$ cat config.mk
export PLATFORM = sky130hd
export DESIGN_NAME = dns_response_ipv4_extractor_unit_flat
export DESIGN_NICKNAME = d
export VERILOG_FILES = /design/src/design/dre_pkg.sv /design/src/design/dre_if.sv /design/src/design/dre_in_stage.sv /design/src/design/dre_parser.sv /design/src/design/dre_out_stage.sv /design/src/design/dns_response_ipv4_extractor_unit.sv /design/src/flat_wrapper.sv
export SDC_FILE = /design/constraint.sdc
export NUM_CORES = 1
export LEC_CHECK = 0
export BUFFER_PORTS_ARGS = -buffer_cell sky130_fd_sc_hd__buf_4
export CAP_MARGIN = 20
export CORE_MARGIN = 4
export CORE_UTILIZATION = 35
export CTS_BUF_LIST = sky130_fd_sc_hd__clkbuf_8
export DETAILED_ROUTE_END_ITERATION = 10
export GPL_TIMING_DRIVEN = 0
export SYNTH_ARGS = -nofsm -noshare
export SYNTH_HDL_FRONTEND = slang
export SYNTH_SLANG_ARGS = --single-unit
$ cat constraint.sdc
create_clock -name clock -period 4.15 [get_ports clock]
set_clock_uncertainty 0.2 [all_clocks]
set_input_delay 0.6225 -clock clock [delete_from_list [all_inputs] [get_ports clock]]
set_output_delay 0.6225 -clock clock [all_outputs]
set_load 0.02 [all_outputs]
$ cat src/design/dre_pkg.sv
`default_nettype none

package dre_pkg;

   // message limits and layout
   localparam int unsigned MAX_MESSAGE_BYTES = 65535;
   localparam int unsigned POS_W             = 17;
   localparam int unsigned HEADER_BYTES      = 12;
   localparam int unsigned QUESTION_TAIL     = 5;

   // answer record offsets, relative to the record start
   localparam int unsigned REL_TYPE_HI = 2;
   localparam int unsigned REL_TYPE_LO = 3;
   localparam int unsigned REL_LEN_HI  = 10;
   localparam int unsigned REL_LEN_LO  = 11;
   localparam int unsigned REL_ADDR_0  = 12;
   localparam int unsigned REL_ADDR_3  = 15;

   localparam logic [15:0] TYPE_A     = 16'd1;
   localparam logic [15:0] IPV4_BYTES = 16'd4;

   typedef logic [POS_W-1:0] pos_type;

   typedef enum logic [3:0] {
      PH_HEADER = 4'b0001,
      PH_NAME   = 4'b0010,
      PH_ANSWER = 4'b0100,
      PH_DONE   = 4'b1000
   } phase_type;

   typedef struct packed {
      logic [7:0] data_byte;
      logic       last;
   } byte_item_type;

   typedef struct packed {
      logic        found;
      logic [31:0] ipv4_address;
   } result_type;

endpackage

`default_nettype wire

$ cat src/design/dre_if.sv
`default_nettype none

interface dre_req_if;
   logic       valid;
   logic       ready;
   logic [7:0] data_byte;
   logic       last;

   modport source (output valid, output data_byte, output last, input ready);
   modport sink   (input valid, input data_byte, input last, output ready);
endinterface

interface dre_rsp_if;
   logic        valid;
   logic        ready;
   logic        found;
   logic [31:0] ipv4_address;

   modport source (output valid, output found, output ipv4_address, input ready);
   modport sink   (input valid, input found, input ipv4_address, output ready);
endinterface

`default_nettype wire

$ cat src/design/dre_in_stage.sv
`default_nettype none

module dre_in_stage (
   input  wire logic                   clock,
   input  wire logic                   reset,
   input  wire logic                   in_valid,
   output logic                        in_ready,
   input  wire dre_pkg::byte_item_type in_item,
   output logic                        item_valid,
   output dre_pkg::byte_item_type      item,
   input  wire logic                   item_take
);
   import dre_pkg::*;

   logic          valid_ff, valid_in;
   byte_item_type item_ff;

   // free slot or the held item leaves this cycle
   assign in_ready = !valid_ff || item_take;
   assign valid_in = in_ready ? in_valid : valid_ff;

   always_ff @(posedge clock) begin
      if (reset) begin
         valid_ff <= 1'b0;
      end else begin
         valid_ff <= valid_in;
      end
   end

   always_ff @(posedge clock) begin
      if (in_ready && in_valid) begin
         item_ff <= in_item;
      end
   end

   assign item_valid = valid_ff;
   assign item       = item_ff;

endmodule

`default_nettype wire

$ cat src/design/dre_parser.sv
`default_nettype none

module dre_parser (
   input  wire logic                   clock,
   input  wire logic                   reset,
   input  wire logic                   item_valid,
   input  wire dre_pkg::byte_item_type item,
   output logic                        item_take,
   input  wire logic                   out_free,
   output logic                        res_valid,
   output dre_pkg::result_type         result
);
   import dre_pkg::*;

   pos_type     pos_ff, pos_in;
   pos_type     label_ff, label_in;
   pos_type     ans_ff, ans_in;
   phase_type   phase_ff, phase_in;
   logic [15:0] type_ff, type_in;
   logic [15:0] len_ff, len_in;
   logic [31:0] addr_ff, addr_in;
   logic        ovf_ff, ovf_in;

   pos_type     rel;
   logic        ok;

   // a last byte needs room in the result register
   assign item_take = item_valid && (!item.last || out_free);
   assign res_valid = item_take && item.last;
   assign rel       = pos_ff - ans_ff;

   always_comb begin
      pos_in   = pos_ff;
      label_in = label_ff;
      ans_in   = ans_ff;
      phase_in = phase_ff;
      type_in  = type_ff;
      len_in   = len_ff;
      addr_in  = addr_ff;
      ovf_in   = ovf_ff;

      if (pos_ff >= POS_W'(MAX_MESSAGE_BYTES)) begin
         ovf_in = 1'b1;
      end else begin
         pos_in = pos_ff + POS_W'(1);
         unique case (phase_ff)
            PH_HEADER: begin
               if (pos_ff >= POS_W'(HEADER_BYTES - 1)) begin
                  phase_in = PH_NAME;
               end
            end
            PH_NAME: begin
               if (pos_ff == label_ff) begin
                  if (item.data_byte == 8'd0) begin
                     ans_in   = pos_ff + POS_W'(QUESTION_TAIL);
                     phase_in = PH_ANSWER;
                  end else begin
                     // compression pointers walk as plain lengths
                     label_in = label_ff + POS_W'(item.data_byte) + POS_W'(1);
                  end
               end
            end
            PH_ANSWER: begin
               if (pos_ff >= ans_ff) begin
                  if (rel == POS_W'(REL_TYPE_HI) || rel == POS_W'(REL_TYPE_LO)) begin
                     type_in = {type_ff[7:0], item.data_byte};
                  end else if (rel == POS_W'(REL_LEN_HI) || rel == POS_W'(REL_LEN_LO)) begin
                     len_in = {len_ff[7:0], item.data_byte};
                  end else if (rel >= POS_W'(REL_ADDR_0) && rel <= POS_W'(REL_ADDR_3)) begin
                     addr_in = {addr_ff[23:0], item.data_byte};
                     if (rel == POS_W'(REL_ADDR_3)) begin
                        phase_in = PH_DONE;
                     end
                  end
               end
            end
            default: begin
               // done: trailing bytes ignored
            end
         endcase
      end
   end

   assign ok = (phase_in == PH_DONE) && !ovf_in && (type_in == TYPE_A) &&
               (len_in == IPV4_BYTES);
   assign result.found        = ok;
   assign result.ipv4_address = ok ? addr_in : 32'd0;

   always_ff @(posedge clock) begin
      if (reset || res_valid) begin
         pos_ff   <= '0;
         label_ff <= POS_W'(HEADER_BYTES);
         ans_ff   <= '0;
         phase_ff <= PH_HEADER;
         type_ff  <= '0;
         len_ff   <= '0;
         addr_ff  <= '0;
         ovf_ff   <= 1'b0;
      end else if (item_take) begin
         pos_ff   <= pos_in;
         label_ff <= label_in;
         ans_ff   <= ans_in;
         phase_ff <= phase_in;
         type_ff  <= type_in;
         len_ff   <= len_in;
         addr_ff  <= addr_in;
         ovf_ff   <= ovf_in;
      end
   end

endmodule

`default_nettype wire

$ cat src/design/dre_out_stage.sv
`default_nettype none

module dre_out_stage (
   input  wire logic                clock,
   input  wire logic                reset,
   input  wire logic                res_valid,
   input  wire dre_pkg::result_type result,
   output logic                     out_free,
   output logic                     out_valid,
   input  wire logic                out_ready,
   output dre_pkg::result_type      out_result
);
   import dre_pkg::*;

   logic       valid_ff, valid_in;
   result_type result_ff;

   assign out_free = !valid_ff || out_ready;
   assign valid_in = out_free ? res_valid : valid_ff;

   always_ff @(posedge clock) begin
      if (reset) begin
         valid_ff <= 1'b0;
      end else begin
         valid_ff <= valid_in;
      end
   end

   always_ff @(posedge clock) begin
      if (out_free && res_valid) begin
         result_ff <= result;
      end
   end

   assign out_valid  = valid_ff;
   assign out_result = result_ff;

endmodule

`default_nettype wire

$ cat src/design/dns_response_ipv4_extractor_unit.sv
`default_nettype none

// channel   dir  items                      payload
// req_chan  in   message bytes, one a beat   data_byte[7:0], last
// rsp_chan  out  one per message, on last    found, ipv4_address[31:0]
//
// one byte accepted per cycle, sustained, save for the stall on a last byte below; a result is
// valid once its last byte has passed the input register and then the result register
// the parser updates its state as it takes each byte, between the two registers
// synchronous active-high reset clears the parser to the header phase
// a stalled result holds the result register; the parser then stalls only
// on the next last byte, ordinary bytes keep flowing

module dns_response_ipv4_extractor_unit (
   input  wire logic clock,
   input  wire logic reset,
   dre_req_if.sink   req_chan,
   dre_rsp_if.source rsp_chan
);
   import dre_pkg::*;

   byte_item_type in_item;
   byte_item_type item;
   logic          item_valid;
   logic          item_take;
   logic          out_free;
   logic          res_valid;
   result_type    result;
   result_type    out_result;

   assign in_item.data_byte = req_chan.data_byte;
   assign in_item.last      = req_chan.last;

   // input register
   dre_in_stage u_in_stage (
      .clock      (clock),
      .reset      (reset),
      .in_valid   (req_chan.valid),
      .in_ready   (req_chan.ready),
      .in_item    (in_item),
      .item_valid (item_valid),
      .item       (item),
      .item_take  (item_take)
   );

   // byte walker: header skip, name walk, answer capture
   dre_parser u_parser (
      .clock      (clock),
      .reset      (reset),
      .item_valid (item_valid),
      .item       (item),
      .item_take  (item_take),
      .out_free   (out_free),
      .res_valid  (res_valid),
      .result     (result)
   );

   // result register
   dre_out_stage u_out_stage (
      .clock      (clock),
      .reset      (reset),
      .res_valid  (res_valid),
      .result     (result),
      .out_free   (out_free),
      .out_valid  (rsp_chan.valid),
      .out_ready  (rsp_chan.ready),
      .out_result (out_result)
   );

   assign rsp_chan.found        = out_result.found;
   assign rsp_chan.ipv4_address = out_result.ipv4_address;

endmodule

`default_nettype wire

$ cat src/flat_wrapper.sv
// flat-port wrapper written by rule: the top's interface ports become plain ports
module dns_response_ipv4_extractor_unit_flat import dre_pkg::*;
  (clock, reset, req_chan_valid, req_chan_data_byte, req_chan_last, req_chan_ready, rsp_chan_valid, rsp_chan_found, rsp_chan_ipv4_address, rsp_chan_ready);
  dre_req_if req_chan_i ();
  dre_rsp_if rsp_chan_i ();
  input  wire logic clock;
  input  wire logic reset;
  input wire logic [$bits(req_chan_i.valid)-1:0] req_chan_valid;
  input wire logic [$bits(req_chan_i.data_byte)-1:0] req_chan_data_byte;
  input wire logic [$bits(req_chan_i.last)-1:0] req_chan_last;
  output wire logic [$bits(req_chan_i.ready)-1:0] req_chan_ready;
  output wire logic [$bits(rsp_chan_i.valid)-1:0] rsp_chan_valid;
  output wire logic [$bits(rsp_chan_i.found)-1:0] rsp_chan_found;
  output wire logic [$bits(rsp_chan_i.ipv4_address)-1:0] rsp_chan_ipv4_address;
  input wire logic [$bits(rsp_chan_i.ready)-1:0] rsp_chan_ready;
  assign req_chan_i.valid = req_chan_valid;
  assign req_chan_i.data_byte = req_chan_data_byte;
  assign req_chan_i.last = req_chan_last;
  assign req_chan_ready = req_chan_i.ready;
  assign rsp_chan_valid = rsp_chan_i.valid;
  assign rsp_chan_found = rsp_chan_i.found;
  assign rsp_chan_ipv4_address = rsp_chan_i.ipv4_address;
  assign rsp_chan_i.ready = rsp_chan_ready;
  dns_response_ipv4_extractor_unit u_core (.clock(clock), .reset(reset), .req_chan(req_chan_i), .rsp_chan(rsp_chan_i));
endmodule
==> key figures <==
Power and ir drop
  – Cell leakage power: 3.954 nW
  – Worst IR Drop VDD: 187.7 uV
  – Total Power Consumption: 0.002977 W
  – PD cells: 278.3 mW/mm^2

Routing
  – Antenna-violating nets left: 0
  – Wire length per cell: 17.20 um
  – Detailed-router iteration count before antenna repair: 5
  – 1st-iter DRT viols: 527
  – DRC: 0
  – Via-per-instance ratio: 5.258
  – Post-Route WL: 23790 um
  – Detailed-route via count: 7272

Floorplanning
  – I/O pins: 48
  – Die outline height: 166.8 um
  – Width of the die: ~170 um
  – DIE AREA: 0.02781 mm^2
  – Core region area: between 0.02 and 0.025 mm^2
  – Effective utilization at floorplan: 0.3595
  – Rows: 57

Yosys
  – Post-Synthesis Cell Area: 0.008821 mm^2
  – Part of the Yosys area used for sequential elements: 0.4199
  – Number of register bits inferred by synthesis: between 150 and 200
  – Number of standard cells after synthesis: slightly below 1000
  – Avg Inst Size Synth: 9.150 um^2
  – Primary flip-flop cell chosen by synthesis mapping: sky130_fd_sc_hd__dfxtp_1
  – Synth Warn #: 0
  – Number of enable-type register cells in the synthesized netlist: 42
  – Number of distinct library cell variants in the gate-level netlist after synthesis: 68
  – Synth async-reset ratio: 0
  – Synthesized net count: between 1000 and 1500

Cells and area
  – Fraction of the core area covered by cells at the end of the flow: 0.4359
  – Commonest non-fill, non-tap cells in the layout: sky130_fd_sc_hd__dfxtp_1 (120), sky130_fd_sc_hd__nor2_1 (113), sky130_fd_sc_hd__mux2i_1 (99), sky130_fd_sc_hd__nand2_1 (85), sky130_fd_sc_hd__buf_4 (74)
  – Most frequent standard cell in the layout excluding fill and tap cells: sky130_fd_sc_hd__dfxtp_1
  – Area growth from synthesis to layout: 21.25%
  – N_diodes: 0
  – Count of nets after finishing: 1088
  – Layout cells sized above 1: 0.1945
  – Post-route design area: 0.01070 mm^2

Hold path
  – Worst min-delay path category: in -> reg

STA
  – Achievable Freq: 0.2461 GHz
  – Final setup violation count: 0
  – Fin Hold WS: approximately 0.11 ns
  – Setup repair after global routing missed its margin: true
  – Final number of max-transition violations: 0
  – Tcrit/Tclk final: 0.9791
  – Min cycle time layout: 4.063 ns
  – Worst-margin pin slew: between 0.8 and 0.9 ns
  – Relative slew margins: 0.4596
  – Post-layout worst setup margin: 0.08691 ns
  – Final hold violation count: 0

Worst setup path
  – Crit. End Element: flop
  – Critical Setup Path Class: reg -> reg
  – Kind of launch point of the worst setup path: flop
  – Required arrival time at the worst endpoint: 4.24 ns
  – Data arrival, critical path: 4.15 ns
  – Highest net fanout along the worst path: 10

GRT
  – Overall fraction of global-route tracks in use: 0.1687
  – Global-route wire length before repair: 38170 um
  – Number of antenna violations at the first check in global routing: 0
  – Maximum number of pins on one net before global-route repair: 36
  – GRT Residual Overflow: 0
  – Via count of the first global-routing pass: 7090

Placed design
  – Number of input and output port buffers inserted: 47
  – Half-perimeter wire length after detailed placement: ~17000 um
  – Cell area after placement: 0.009587 mm^2
  – Pre-CTS WS: -0.8794 ns
  – Final Wtd Congestion: around 0.85

Clock network
  – CTS tree: yes
  – Clock buffer depth: 2
  – Root buffer cell: sky130_fd_sc_hd__clkbuf_8
  – Number of CTS-inserted buffers: 17
  – Clock-pin transition on the worst setup and hold timing paths: about 0.11 ns
  – Max H-tree Level: 4
  – CTS sink count: 164
  – Clock latency on the worst-skew pair: about 0.48 ns

Run
  – Max Cap Violations: 0

Run status
  – Status: complete, no violations
-- worst max-delay path: stages (launching register included) --
cell and delay [ns]:
sky130_fd_sc_hd__dfxtp_1 0.34, sky130_fd_sc_hd__clkbuf_1 0.20, sky130_fd_sc_hd__and4_1 0.27, sky130_fd_sc_hd__and3_1 0.17
sky130_fd_sc_hd__ha_1 0.18, sky130_fd_sc_hd__a211o_4 0.31, sky130_fd_sc_hd__nand4b_1 0.24, sky130_fd_sc_hd__or3_4 0.45
sky130_fd_sc_hd__a21oi_1 0.12, sky130_fd_sc_hd__nand4b_1 0.10, sky130_fd_sc_hd__buf_4 0.18, sky130_fd_sc_hd__or4_4 0.61
sky130_fd_sc_hd__buf_8 0.20, sky130_fd_sc_hd__a211oi_4 0.29
-- final cells by class --
class                   count  area (um^2)
multi-input cells         697         5106
well taps                 324        405.4
plain buffers              59        374.1
flip-flops and latches    164         3706
repair buffers             70        561.8
inverters                  37        141.4
fillers                  2399        13840
clock inverters            15        166.4
clock buffers              17        234.0
-- timing repair --
action	in CTS	in global routing
pin swaps	13	14
hold buffers	0	0
setup endpoints to repair	99	100
buffers inserted	13	8
resized for setup	78	67
cloned	1	0
-- state kept, by name, summed over array words and instances, names as in the netlist, 4 cells and up --
name / count
u_core.u_parser.ans_ff: 17
u_core.u_in_stage.item: 9
u_core.u_parser.len_ff: 16
u_core.u_parser.type_ff: 16
u_core.u_out_stage.out_result: 33
u_core.u_parser.addr_ff: 32
u_core.u_parser.pos_ff: 17
u_core.u_parser.label_ff: 17
u_core.u_parser.phase_ff: 4
-- path summary, 6_finish.rpt --
| path | endpoint | from | slack [ns] | depth (start not counted) |
|---|---|---|---|---|
| max reg2reg | u_core.u_out_stage.out_result[18] | u_core.u_parser.pos_ff[6] | 0.09 | 13 |
| max | u_core.u_out_stage.out_result[18] | u_core.u_parser.pos_ff[6] | 0.09 | 13 |
| min | u_core.u_in_stage.item[4] | req_chan_data_byte[3] | 0.11 | 1 |
| min reg2reg | u_core.u_parser.type_ff[13] | u_core.u_parser.type_ff[13] | 0.27 | 2 |
-- cells by family after synthesis --
| family | share of synthesized area |
|---|---|
| AND/OR/NAND/NOR | 0.1814 |
| multiplexers | 0.1182 |
| AO/OA/AOI/OAI | 0.1294 |
| buffers and inverters | 0.04780 |
| XOR/XNOR | 0.06057 |
| flip-flops | 0.4199 |
| adder cells (fa/ha/maj) | 0.04284 |
-- per-layer routing --
layer / up-vias / track usage / wire length [um]
li1: 3598 / - / -
met3: 42 / 0.03508 / 994
met4: 0 / 0.04945 / 552
met1: 3477 / 0.2370 / 11400
met2: 155 / 0.2633 / 10840
met5: - / 0 / 0
-- stage by stage --
step,cells,TNS [ns]
after detailed placement,1335,-58.00
after CTS,1378,-0.02648
after floorplan,964,0
after global routing,1383,-0.2183
final,1383,0
after global placement,1335,-60.29
-- cell usage after synthesis, types with 5 or more instances --
library cell	n	area [um^2]
sky130_fd_sc_hd__edfxtp_1	42	1261
sky130_fd_sc_hd__a21o_1	7	52.55
sky130_fd_sc_hd__nor2_1	113	424.2
sky130_fd_sc_hd__or2_2	6	37.54
sky130_fd_sc_hd__clkbuf_1	49	183.9
sky130_fd_sc_hd__or3_1	7	43.79
sky130_fd_sc_hd__o21a_1	9	67.56
sky130_fd_sc_hd__xnor2_1	31	271.5
sky130_fd_sc_hd__o21ai_0	23	115.1
sky130_fd_sc_hd__a21oi_1	44	220.2
sky130_fd_sc_hd__nor4_1	17	106.4
sky130_fd_sc_hd__a31oi_1	5	31.28
sky130_fd_sc_hd__inv_1	37	138.9
sky130_fd_sc_hd__nor3_1	20	100.1
sky130_fd_sc_hd__o211ai_1	5	37.54
sky130_fd_sc_hd__a211oi_1	53	397.9
sky130_fd_sc_hd__xor2_1	30	262.8
sky130_fd_sc_hd__ha_1	27	337.8
sky130_fd_sc_hd__dfxtp_1	122	2442
sky130_fd_sc_hd__buf_2	13	65.06
sky130_fd_sc_hd__nor2b_1	11	68.82
sky130_fd_sc_hd__nand4_1	13	81.33
sky130_fd_sc_hd__mux2i_1	103	1031
sky130_fd_sc_hd__nand2_1	85	319.1
sky130_fd_sc_hd__nand3_1	23	115.1
sky130_fd_sc_hd__and3_1	6	37.54
-- where the power goes --
group          total [W]  switching (W)  leakage (nW)  internal (W)
Combinational   0.000140      0.0000903          2.31     0.0000502
Sequential       0.00166      0.0000152          1.44       0.00164
Clock            0.00118       0.000724         0.205      0.000453
Total            0.00298       0.000830          3.95       0.00215
(Power assumes the default switching activity.)
